### config.mk
export PLATFORM = sky130hd
export DESIGN_NAME = calorimeter_point_region_classifier
export DESIGN_NICKNAME = d
export VERILOG_FILES = /design/src/cprc_pkg.sv /design/src/calorimeter_point_region_classifier.sv /design/src/cprc_front.sv /design/src/cprc_gap.sv
export SDC_FILE = /design/constraint.sdc
export NUM_CORES = 2
export LEC_CHECK = 0
export BUFFER_PORTS_ARGS = -buffer_cell sky130_fd_sc_hd__buf_4
export CORE_MARGIN = 2
export CORE_UTILIZATION = 60
export DETAILED_ROUTE_END_ITERATION = 10
export PLACE_DENSITY_LB_ADDON = 0.08
export SYNTH_ARGS = -nofsm -noshare
export SYNTH_HDL_FRONTEND = slang
export SYNTH_SLANG_ARGS = --single-unit
### constraint.sdc
create_clock -name i_clk -period 14.1 [get_ports i_clk]
set_clock_uncertainty 0.05 [all_clocks]
set_input_delay 0.705 -clock i_clk [delete_from_list [all_inputs] [get_ports i_clk]]
set_output_delay 0.705 -clock i_clk [all_outputs]
set_load 0.005 [all_outputs]
### src/cprc_pkg.sv
// shared types, constants and helpers for the calorimeter point region classifier
// no dependencies
package cprc_pkg;

    localparam int NUM_LAYERS              = 8;
    localparam int HALF_TOWERS_PER_SIDE    = 2;
    localparam int HALF_CRYSTALS_PER_TOWER = 6;

    localparam int DW = 24;
    localparam int TQB = $clog2(2 * HALF_TOWERS_PER_SIDE + 1);
    localparam int LW  = $clog2(NUM_LAYERS + 1);
    localparam int NS  = (TQB > LW) ? TQB : LW;
    localparam int GW  = 21;
    localparam int GS  = GW;
    localparam int MW  = 15;
    localparam int AW  = 5;

    localparam logic [2:0] REG_TOWER_PITCH   = 3'd0;
    localparam logic [2:0] REG_CRACK_HALF    = 3'd1;
    localparam logic [2:0] REG_CELL_HOR      = 3'd2;
    localparam logic [2:0] REG_CRYSTAL_WIDTH = 3'd3;
    localparam logic [2:0] REG_CELL_VERT     = 3'd4;
    localparam logic [2:0] REG_CAL_TOP_Z     = 3'd5;

    localparam logic [1:0] REGION_GAP     = 2'd0;
    localparam logic [1:0] REGION_CRYSTAL = 2'd1;
    localparam logic [1:0] REGION_CRACK   = 2'd2;

    localparam logic [3:0] LAYER_NONE = 4'hF;

    typedef struct packed {
        logic [15:0]        tower_pitch;
        logic [14:0]        crack_half_width;
        logic [13:0]        cell_horizontal_pitch;
        logic [13:0]        crystal_width;
        logic [13:0]        cell_vertical_pitch;
        logic signed [19:0] cal_top_z;
    } t_cfg;

    typedef struct packed {
        logic          valid;
        logic          done;
        logic [1:0]    region;
        logic [3:0]    layer;
        logic          neg;
        logic [GW-1:0] mag;
    } t_mid;

    function automatic logic [DW-1:0] fold(input logic [DW-1:0] r, input logic [DW-1:0] m);
        logic [DW-1:0] d;
        d = m - r;
        return (d < r) ? d : r;
    endfunction

endpackage

### src/calorimeter_point_region_classifier.sv
// top level: register port, bounds/tower pipeline and crystal gap pipeline
// depends on cprc_pkg, cprc_front, cprc_gap
//
// usage:
// - config: apb-style port, registers at byte addresses 0,4,..,20 in order tower_pitch,
//   crack_half_width, cell_horizontal_pitch, crystal_width, cell_vertical_pitch,
//   cal_top_z; write only while no word is in flight
// - input: a point word is taken at each clock edge with start high; busy stays low,
//   so a new word can enter every cycle
// - output: o_strobe marks a one-cycle result word (o_region, o_layer_index)
// - path: each word passes the tower and layer compare-subtract stages, then the crystal
//   pitch remainder stages and the output register
// - throughput: one word per cycle
// - reset clears all valid bits and loads the default geometry
// - the receiver cannot stall, so no word is ever held back
module calorimeter_point_region_classifier (
    input  logic                      i_clk,
    input  logic                      i_rst_n,
    input  logic                      start,
    output logic                      busy,
    input  logic signed [19:0]        i_x_position,
    input  logic signed [19:0]        i_y_position,
    input  logic signed [19:0]        i_z_position,
    output logic                      o_strobe,
    output logic [1:0]                o_region,
    output logic signed [3:0]         o_layer_index,
    input  logic                      psel,
    input  logic                      penable,
    input  logic                      pwrite,
    input  logic [cprc_pkg::AW-1:0]   paddr,
    input  logic [31:0]               pwdata,
    output logic [31:0]               prdata,
    output logic                      pready
);
    cprc_pkg::t_cfg r_cfg;
    cprc_pkg::t_mid mid;
    logic [3:0]     layer;

    assign busy   = 1'b0;
    assign pready = 1'b1;

    always_ff @(posedge i_clk) begin
        if (!i_rst_n) begin
            r_cfg.tower_pitch           <= 16'd23968;
            r_cfg.crack_half_width      <= 15'd1423;
            r_cfg.cell_horizontal_pitch <= 14'd1782;
            r_cfg.crystal_width         <= 14'd1709;
            r_cfg.cell_vertical_pitch   <= 14'd1366;
            r_cfg.cal_top_z             <= -20'sd3033;
        end else if (psel && penable && pwrite) begin
            unique case (paddr[4:2])
                cprc_pkg::REG_TOWER_PITCH:   r_cfg.tower_pitch <= pwdata[15:0];
                cprc_pkg::REG_CRACK_HALF:    r_cfg.crack_half_width <= pwdata[14:0];
                cprc_pkg::REG_CELL_HOR:      r_cfg.cell_horizontal_pitch <= pwdata[13:0];
                cprc_pkg::REG_CRYSTAL_WIDTH: r_cfg.crystal_width <= pwdata[13:0];
                cprc_pkg::REG_CELL_VERT:     r_cfg.cell_vertical_pitch <= pwdata[13:0];
                cprc_pkg::REG_CAL_TOP_Z:     r_cfg.cal_top_z <= pwdata[19:0];
                default: ;
            endcase
        end
    end

    always_comb begin
        unique case (paddr[4:2])
            cprc_pkg::REG_TOWER_PITCH:   prdata = 32'(r_cfg.tower_pitch);
            cprc_pkg::REG_CRACK_HALF:    prdata = 32'(r_cfg.crack_half_width);
            cprc_pkg::REG_CELL_HOR:      prdata = 32'(r_cfg.cell_horizontal_pitch);
            cprc_pkg::REG_CRYSTAL_WIDTH: prdata = 32'(r_cfg.crystal_width);
            cprc_pkg::REG_CELL_VERT:     prdata = 32'(r_cfg.cell_vertical_pitch);
            cprc_pkg::REG_CAL_TOP_Z:     prdata = {12'b0, r_cfg.cal_top_z};
            default:                     prdata = '0;
        endcase
    end

    cprc_front u_front (
        .i_clk   (i_clk),
        .i_rst_n (i_rst_n),
        .i_valid (start),
        .i_x     (i_x_position),
        .i_y     (i_y_position),
        .i_z     (i_z_position),
        .i_cfg   (r_cfg),
        .o_mid   (mid)
    );

    cprc_gap u_gap (
        .i_clk    (i_clk),
        .i_rst_n  (i_rst_n),
        .i_mid    (mid),
        .i_cfg    (r_cfg),
        .o_strobe (o_strobe),
        .o_region (o_region),
        .o_layer  (layer)
    );

    assign o_layer_index = $signed(layer);

endmodule

### src/cprc_front.sv
// bounds check, tower remainder and layer division pipeline
// depends on cprc_pkg
module cprc_front (
    input  logic               i_clk,
    input  logic               i_rst_n,
    input  logic               i_valid,
    input  logic signed [19:0] i_x,
    input  logic signed [19:0] i_y,
    input  logic signed [19:0] i_z,
    input  cprc_pkg::t_cfg     i_cfg,
    output cprc_pkg::t_mid     o_mid
);
    localparam int DW = cprc_pkg::DW;
    localparam int NS = cprc_pkg::NS;
    localparam int LW = cprc_pkg::LW;
    localparam int GW = cprc_pkg::GW;

    logic                 r_v   [0:NS];
    logic                 r_out [0:NS];
    logic [DW-1:0]        r_ax  [0:NS];
    logic [DW-1:0]        r_ay  [0:NS];
    logic [DW-1:0]        r_dz  [0:NS];
    logic [LW-1:0]        r_q   [0:NS];
    logic [DW-1:0]        n_ax  [0:NS-1];
    logic [DW-1:0]        n_ay  [0:NS-1];
    logic [DW-1:0]        n_dz  [0:NS-1];
    logic [LW-1:0]        n_q   [0:NS-1];

    logic [DW-1:0]        tp, vp, hp, half;
    logic signed [DW-1:0] xs, ys, zs, hs, top, bot;
    logic                 n_out;
    logic [DW-1:0]        xmod, ymod, sel, a_u, mag;
    logic [LW-1:0]        lay;
    cprc_pkg::t_mid       n_mid;

    always_comb begin
        tp    = DW'(i_cfg.tower_pitch);
        vp    = DW'(i_cfg.cell_vertical_pitch);
        hp    = DW'(i_cfg.cell_horizontal_pitch);
        half  = DW'(cprc_pkg::HALF_TOWERS_PER_SIDE) * tp;
        hs    = $signed(half);
        xs    = DW'(i_x);
        ys    = DW'(i_y);
        zs    = DW'(i_z);
        top   = DW'(i_cfg.cal_top_z);
        bot   = top - $signed(DW'(cprc_pkg::NUM_LAYERS) * vp);
        n_out = (tp == '0) || (hp == '0) || (vp == '0) || (zs > top) || (zs < bot)
             || (xs > hs) || (-xs > hs) || (ys > hs) || (-ys > hs);
    end

    always_comb begin
        for (int k = 0; k < NS; k++) begin
            n_ax[k] = (r_ax[k] >= (tp << (NS - 1 - k))) ? r_ax[k] - (tp << (NS - 1 - k))
                                                        : r_ax[k];
            n_ay[k] = (r_ay[k] >= (tp << (NS - 1 - k))) ? r_ay[k] - (tp << (NS - 1 - k))
                                                        : r_ay[k];
            n_dz[k] = (r_dz[k] >= (vp << (NS - 1 - k))) ? r_dz[k] - (vp << (NS - 1 - k))
                                                        : r_dz[k];
            n_q[k]  = (r_q[k] << 1) | LW'(r_dz[k] >= (vp << (NS - 1 - k)));
        end
    end

    // fold, crack test, layer clamp and crystal grid offset
    always_comb begin
        xmod = cprc_pkg::fold(r_ax[NS], tp);
        ymod = cprc_pkg::fold(r_ay[NS], tp);
        lay  = (r_q[NS] > LW'(cprc_pkg::NUM_LAYERS - 1)) ? LW'(cprc_pkg::NUM_LAYERS - 1)
                                                          : r_q[NS];
        sel  = lay[0] ? xmod : ymod;
        a_u  = (sel << 1) - tp + DW'(2 * cprc_pkg::HALF_CRYSTALS_PER_TOWER) * hp;
        mag  = a_u[DW-1] ? -a_u : a_u;
        n_mid.valid = r_v[NS];
        n_mid.neg   = a_u[DW-1];
        n_mid.mag   = GW'(mag);
        n_mid.layer = 4'(lay);
        if (r_out[NS]) begin
            n_mid.done   = 1'b1;
            n_mid.region = cprc_pkg::REGION_GAP;
        end else if (xmod < DW'(i_cfg.crack_half_width)
                  || ymod < DW'(i_cfg.crack_half_width)) begin
            n_mid.done   = 1'b1;
            n_mid.region = cprc_pkg::REGION_CRACK;
        end else begin
            n_mid.done   = 1'b0;
            n_mid.region = cprc_pkg::REGION_CRYSTAL;
        end
    end

    always_ff @(posedge i_clk) begin
        if (!i_rst_n) begin
            for (int k = 0; k <= NS; k++) r_v[k] <= 1'b0;
            o_mid <= '0;
        end else begin
            r_v[0] <= i_valid;
            for (int k = 0; k < NS; k++) r_v[k+1] <= r_v[k];
            o_mid <= n_mid;
        end
    end

    always_ff @(posedge i_clk) begin
        r_out[0] <= n_out;
        r_ax[0]  <= DW'(xs + hs);
        r_ay[0]  <= DW'(ys + hs);
        r_dz[0]  <= DW'(top - zs);
        r_q[0]   <= '0;
        for (int k = 0; k < NS; k++) begin
            r_out[k+1] <= r_out[k];
            r_ax[k+1]  <= n_ax[k];
            r_ay[k+1]  <= n_ay[k];
            r_dz[k+1]  <= n_dz[k];
            r_q[k+1]   <= n_q[k];
        end
    end

endmodule

### src/cprc_gap.sv
// crystal pitch remainder pipeline and inter-crystal gap decision with output register
// depends on cprc_pkg
module cprc_gap (
    input  logic           i_clk,
    input  logic           i_rst_n,
    input  cprc_pkg::t_mid i_mid,
    input  cprc_pkg::t_cfg i_cfg,
    output logic           o_strobe,
    output logic [1:0]     o_region,
    output logic [3:0]     o_layer
);
    localparam int GW = cprc_pkg::GW;
    localparam int GS = cprc_pkg::GS;
    localparam int MW = cprc_pkg::MW;
    localparam int DW = cprc_pkg::DW;

    cprc_pkg::t_mid        r_st [0:GS];
    cprc_pkg::t_mid        n_st [0:GS-1];
    logic [MW-1:0]         m2, rem, r2;
    logic [DW-1:0]         f;
    logic signed [MW:0]    thr;
    logic                  gap;
    logic [1:0]            n_region;
    logic [3:0]            n_layer;

    assign m2 = {i_cfg.cell_horizontal_pitch, 1'b0};

    always_comb begin
        for (int k = 0; k < GS; k++) begin
            n_st[k] = r_st[k];
            if ((GW + MW)'(r_st[k].mag) >= ((GW + MW)'(m2) << (GW - 1 - k)))
                n_st[k].mag = GW'((GW + MW)'(r_st[k].mag) - ((GW + MW)'(m2) << (GW - 1 - k)));
        end
    end

    always_comb begin
        rem = MW'(r_st[GS].mag);
        r2  = (r_st[GS].neg && rem != '0) ? m2 - rem : rem;
        f   = cprc_pkg::fold(DW'(r2), DW'(m2));
        thr = $signed({2'b0, i_cfg.cell_horizontal_pitch})
            - $signed({2'b0, i_cfg.crystal_width});
        gap = $signed({1'b0, MW'(f)}) < thr;
        if (r_st[GS].done) begin
            n_region = r_st[GS].region;
            n_layer  = cprc_pkg::LAYER_NONE;
        end else if (gap) begin
            n_region = cprc_pkg::REGION_GAP;
            n_layer  = cprc_pkg::LAYER_NONE;
        end else begin
            n_region = cprc_pkg::REGION_CRYSTAL;
            n_layer  = r_st[GS].layer;
        end
    end

    always_ff @(posedge i_clk) begin
        o_region <= n_region;
        o_layer  <= n_layer;
        if (!i_rst_n) begin
            for (int k = 0; k <= GS; k++) r_st[k] <= '0;
            o_strobe <= 1'b0;
        end else begin
            r_st[0] <= i_mid;
            for (int k = 0; k < GS; k++) r_st[k+1] <= n_st[k];
            o_strobe <= r_st[GS].valid;
        end
    end

    a_region_code: assert property (@(posedge i_clk) disable iff (!i_rst_n)
        o_strobe |-> o_region != 2'd3) else $error("bad region code");
    a_layer_none: assert property (@(posedge i_clk) disable iff (!i_rst_n)
        o_strobe && o_region != cprc_pkg::REGION_CRYSTAL |-> o_layer == cprc_pkg::LAYER_NONE)
        else $error("layer set outside crystal");
    a_layer_range: assert property (@(posedge i_clk) disable iff (!i_rst_n)
        o_strobe && o_region == cprc_pkg::REGION_CRYSTAL
        |-> o_layer <= 4'(cprc_pkg::NUM_LAYERS - 1)) else $error("layer out of range");
    a_reset_quiet: assert property (@(posedge i_clk)
        !i_rst_n |=> !o_strobe) else $error("word after reset");

endmodule

**After elaboration in Yosys (flattened, before gate mapping)**

Memories as Yosys holds them, arrays and structs flattened. A register that Yosys moved wholly into a read port is not among the register bits.
Cells that the tools add are included.

- Bits in registers: 129
- Latch bits: 0
- Bits in writable memories: 1,050
- ROM bits: 0
- Input port bits: 103
- Output and inout port bits: 41
- Word-level logic and storage cells: 254
- Memories kept: 7

Memories:

| name | words | bits a word | rd ports | clocked after Yosys merged registers in | write ports | RTL line | source |
|---|---|---|---|---|---|---|---|
| u_gap.r_st | 22 | 30 | 22 | 0 | 22 | cprc_gap.sv:17 | `cprc_pkg::t_mid r_st [0:GS];` |
| u_front.r_ax | 5 | 24 | 5 | 0 | 5 | cprc_front.sv:20 | `logic [DW-1:0] r_ax [0:NS];` |
| u_front.r_ay | 5 | 24 | 5 | 0 | 5 | cprc_front.sv:21 | `logic [DW-1:0] r_ay [0:NS];` |
| u_front.r_dz | 5 | 24 | 4 | 0 | 5 | cprc_front.sv:22 | `logic [DW-1:0] r_dz [0:NS];` |
| u_front.r_q | 5 | 4 | 5 | 0 | 5 | cprc_front.sv:23 | `logic [LW-1:0] r_q [0:NS];` |
| u_front.r_out | 5 | 1 | 5 | 0 | 5 | cprc_front.sv:19 | `logic r_out [0:NS];` |
| +1 memories | -- | -- | -- | -- | -- | -- |  |

- Add/sub/neg operators: 47
- $mul: 1
- Divide/modulo/power cells: 0
- $lt $le $gt $ge: 46
- Equality and inequality tests: 5
- Shift-type cells: 0
- Multiplexer cells: 74
- Bitwise operators: 32
- Reductions and logical operators: 27

Operator list:

| operator | count |
|---|---|
| $mux 30 | 22 |
| $mux 21 | 22 |
| $mux 24 | 14 |
| $sub 21x21->21 | 14 |
| $pmux 20 s6 | 1 |
| $sub 24x16->24 | 4 |
| $ge 24x16->1 | 3 |
| $ge 24x17->1 | 3 |
| $lt 24x15->1 | 3 |
| $sub 24x17->24 | 3 |
| $ge 24x18->1 | 2 |
| $ge 24x19->1 | 2 |
| $gt 24x18->1 | 2 |
| $lt 24x24->1 | 2 |
| $neg 20->24 | 2 |
| $sub 16x24->24 | 2 |
| $sub 24x18->24 | 2 |
| $sub 24x19->24 | 2 |
| $add 20x18->21 | 2 |
| $gt 20x18->1 | 2 |
| $ge 21x35->1 | 1 |
| $ge 21x34->1 | 1 |
| $ge 21x33->1 | 1 |
| $ge 21x32->1 | 1 |
| 60 further kinds | 119 |

**Depth between registers and ports, before layout**

An unclocked memory read counts as a cell.

- Word-level depth: 10
- Gate-level depth with buffers: 46
- Mapped depth without buffers: 42

**By module**

From an unflattened synthesis, not the netlist that was laid out.

- Cells, all modules: 7,559
- Area total of the unflattened synthesis: 65,834.4 um2

By module, submodules not included:

| module | times used | cells an instance | area each (um2) | sequential area each (um2) |
|---|---|---|---|---|
| cprc_front | 1 | 3,815 | 30,965.9 | 7,547.2 |
| cprc_gap | 1 | 3,270 | 30,503.0 | 13,232.7 |
| calorimeter_point_region_classifier | 1 | 474 | 4,365.4 | 1,861.8 |

**Worst setup path after synthesis**

No wires, ideal clock.

- Kind: register -> register
- From: register r_cfg[77] in the netlist's numbering
- To: register u_front.o_mid[20] in the netlist's numbering
- Library setup time: 115 ps
- Arrival time: 8,700 ps
- Required time: 13,935 ps
- Slack: 5,235 ps
- Stages on the path, launching flop included: 41
- Buffers on the path: 2
- Clock period less this slack: 8,865 ps
- Cell sequence: dfxtp_1 -> inv_1 -> ha_1 -> inv_1 -> fa_1 -> a21o_1 -> a21oi_1 -> o21bai_1 -> a21oi_1 -> o21bai_1 -> a221o_1 -> nand4_1 -> nand2_1 -> o41ai_1 -> xnor2_1 -> ha_1 -> nand4_1 -> nand4bb_1 -> [5 not listed] -> buf_2 -> mux2_2 -> nor2_1 -> nor2_1 -> fa_1 -> inv_1 -> fa_1 -> nor2b_1 -> o2111ai_1 -> a31oi_1 -> o21ai_2 -> a311oi_1 -> nand4_1 -> or4_1 -> or4b_1 -> o21ai_1 -> xnor2_1 -> and2_1

- Cells in the longest elaborated chain, start to end: 8
- Elaborated cells on any way between the ends: 11
- Those cells by class: 5 x add/sub; 2 x order compare; 4 x mux

Ends and longest elaborated chain:

| item | RTL line | source |
|---|---|---|
| start: declaration | calorimeter_point_region_classifier.sv:35 | `cprc_pkg::t_cfg r_cfg;` |
| $sub 16x24->24 | cprc_pkg.sv:51 | `d = m - r;` |
| $lt 24x24->1 | cprc_pkg.sv:52 | `return (d < r) ? d : r;` |
| $mux 24 | cprc_pkg.sv:52 |  |
| $mux 23 | cprc_front.sv:69 | `sel = lay[0] ? xmod : ymod;` |
| $sub 24x16->24 (*) | cprc_front.sv:70 | `a_u = (sel << 1) - tp + DW'(2 * cprc_pkg::HALF_CRYSTALS_PER_TOWER) * hp;` |
| $add 24x18->24 (*) | cprc_front.sv:70 |  |
| $neg 21->21 | cprc_front.sv:71 | `mag = a_u[DW-1] ? -a_u : a_u;` |
| $mux 21 (*) | cprc_front.sv:71 |  |
| end signal: assignment | cprc_front.sv:96 | `o_mid <= n_mid;` |
| end: declaration | cprc_front.sv:11 | `output cprc_pkg::t_mid o_mid` |

Mark *: on every way between the ends. The rest lies on a longest branch, timed or not.
A chain may end at the register's enable or synchronous reset.

**Worst setup path after layout**

- From: register r_cfg[77] in the netlist's numbering
- To: register u_front.o_mid[9] in the netlist's numbering

The elaborated chain is that of the path after synthesis.

==> flow_summary_export.csv <==
group,metric,value,unit
floorplan,die_area,112000,um^2
detailed_routing,ant_nets,0,
finish,multi_input_area,40000,um^2
min_path,worstHoldStart,"i_y_position[0]",
pwr,ir_drop,123,uV
worst_setup_path,crit_start,"r_cfg[77]",
yosys,synth_area_leader_cell,"dfxtp_1",
detailed_routing,drt-total-wl,169000,um
place,portBuffers,115,
sta,max_slew_margin,8.12,%
min_path,worstHoldPathType,"in -> reg",
worst_setup_path,path_class,"reg -> reg",
sta,rsz0062_at_grt,"false",
detailed_routing,drt_iter0_markers,3376,
detailed_routing,drc_errors,0,
worst_setup_path,cp.arrival,10.62,ns
yosys,synth-edff-count,0,
floorplan,die_y,334,um
yosys,syn_inst,7502,
grt,grt_usage,29.7,%
floorplan,coreArea,108000,um^2
finish,final_cell_mix,"dfxtp_1, ha_1, nor2_1",
cts,cts_hold_buf,0,
yosys,synthArstFlopShare,0,%
cts,clkTransAtPathRegs,0.07,ns
yosys,yosysWarnings,0,
cts,postCtsSetupBuffers,0,
yosys,ys_ff_latch,1131,
worst_setup_path,end_kind,"flop",
yosys,synthFlopType,"dfxtp_1",
grt,grt_max_degree,326,
finish,drive_above_1_share,6.57,%
sta,final.setup.tns,0,ns
floorplan,start_util,60.3,%
cts,cts_tree,"done",
cts,ctsResizeCount,0,
cts,clock-sinks,1131,
grt,antenna_found_initial,7,
sta,setup_slack,4.04,ns
pwr,powerDensity,156,nW/um^2
worst_setup_path,cpPeakStageDelay,0.61,ns
sta,slew_violations,0,
detailed_routing,wl_per_cell,18.5,um
pwr,leakage,32.2,nW
finish,layout.nets,8513,
outcome,outcome,"finished, final reports clean",
worst_setup_path,cp_slowest_cell,"nor2_2",
detailed_routing,dr.pass1.iters,5,
finish,final_common_cell,"dfxtp_1",
worst_setup_path,r2r_start,"r_cfg[77]",
cts,clkLatencyLatePin,0.73,ns
worst_setup_path,cp_data_required_time,14.66,ns
cts,clockBufferDepth,3,
yosys,netlist_top_cells_area,"dfxtp_1, ha_1, and2_1",
flow_run,maxCapViolCount,0,
place,gp_congestion,0.923,
place,place_ws,4.17,ns
sta,finalSetupViolCount,0,
yosys,syn_avg_cell_area,8.72,um^2
cts,cts_max_level,3,
sta,period_minus_slack,10.06,ns
finish,register_area,22600,um^2
yosys,synth.distinct_cells,89,
floorplan,die_w,334,um
worst_setup_path,worst-r2r-setup-slack,4.04,ns
cts,cts_root_buf,"clkbuf_16",
finish,nFillCells,9075,
cts,cts_buffers,115,
sta,period_share,71.4,%
detailed_routing,vias,52800,
finish,synthToLayoutAreaGrowth,9.78,%
floorplan,rows,121,
worst_setup_path,cp_common_cell,"a21oi_1",
place,dp_hpwl,127000,um
sta,max_freq,99.4,MHz
worst_setup_path,cp_max_fo,25,
yosys,ys_seq_area_share,34.6,%
grt,grt_pass1_vias,50100,
grt,grt_pass1_wl,266000,um
sta,worst_pin_slew,1.37,ns
worst_setup_path,cp-start-kind,"flop",
grt,gr-total-overflow,0,
sta,final-hold-violation-count,0,
yosys,synth_top_area_share,34.6,%
yosys,syn_area,65400,um^2
detailed_routing,via_per_inst,5.79,
floorplan,ios,144,
==> logic make-up after synthesis <==
group / synth area share (%)
flip-flops: 34.6
multiplexers: 3.82
AO/OA/AOI/OAI: 15.2
AND/OR/NAND/NOR: 20.1
other: 0.0115
buffers and inverters: 4.41
XOR/XNOR: 5.83
adder cells (fa/ha/maj): 16.0
==> cell usage after synthesis, types with 150 or more instances <==
| cell | instances |
|---|---|
| a21oi_1 | 443 |
| dfxtp_1 | 1131 |
| clkbuf_1 | 171 |
| nand2_1 | 511 |
| ha_1 | 747 |
| and2_1 | 486 |
| xor2_1 | 167 |
| mux2i_1 | 166 |
| o21ai_0 | 376 |
| nor2_1 | 641 |
| inv_1 | 533 |
| xnor2_1 | 268 |
| a21o_1 | 150 |
==> worst max-delay path: cells and delay by family (launching register included) <==
family	cells	cell delay (ns)
compound gates	20	4.76
fa+ha+maj	5	1.73
simple gates	7	1.48
buf+inv	4	0.73
mux	2	0.67
flops	1	0.31
xor+xnor	1	0.18
==> routing by layer <==
| layer | global-route usage [%] | routed length [um] | vias to the layer above |
|---|---|---|---|
| met5 | 0 | 71 | - |
| li1 | - | - | 26300 |
| met1 | 38.0 | 74500 | 24700 |
| met4 | 11.7 | 7300 | 12 |
| met2 | 49.7 | 77100 | 1439 |
| met3 | 5.05 | 9970 | 348 |
==> where the power goes <==
group | total [mW] | internal (mW) | switching (mW)
Sequential | 3.82 | 3.58 | 0.240
Combinational | 4.20 | 1.82 | 2.38
Clock | 3.14 | 1.85 | 1.30
==> worst paths after layout <==
path	to	cells after the start
setup / recovery	u_front.o_mid[9]	39
hold reg to reg	u_front.r_q[0][17]	0
setup reg to reg	u_front.o_mid[9]	39
hold / removal	u_front.r_ay[0][0]	1
==> state kept, by name (all words and copies together), names as in the netlist, 4 cells and up <==
register,flops
u_front.o_mid,30
u_front.r_out,5
u_front.r_dz,93
u_front.r_v,5
u_front.r_ay,117
u_gap.o_layer,4
u_front.r_ax,117
u_front.r_q,10
r_cfg,93
u_gap.r_st,654
==> area by class of cell <==
class	count	area share, %
multi-input combinational	5640	55.7
clock buffer	174	4.65
clock inverter	41	0.861
timing repair buffer	187	1.98
sequential	1131	31.5
tap	1414	2.46
antenna	1	0.00349
inverter	533	2.80
==> metrics by stage <==
| stage | instances | power, mW | hold WS, ns | utilization, % | instance area [um^2] |
|---|---|---|---|---|---|
| final | 9121 | 11.2 | 0.0820 | 66.2 | 71800 |
| after global routing | 9120 | 11.9 | 0.0582 | 66.2 | 71800 |
| after CTS | 9120 | 11.2 | 0.0412 | 66.2 | 71800 |
| after detailed placement | 8905 | 8.04 | 0.264 | 62.6 | 67800 |
| after global placement | 8905 | 7.96 | 0.260 | 62.6 | 67800 |
| after floorplan | 7515 | 7.12 | 0.260 | - | 65400 |
Note: power is estimated with default switching activity, not from simulation.
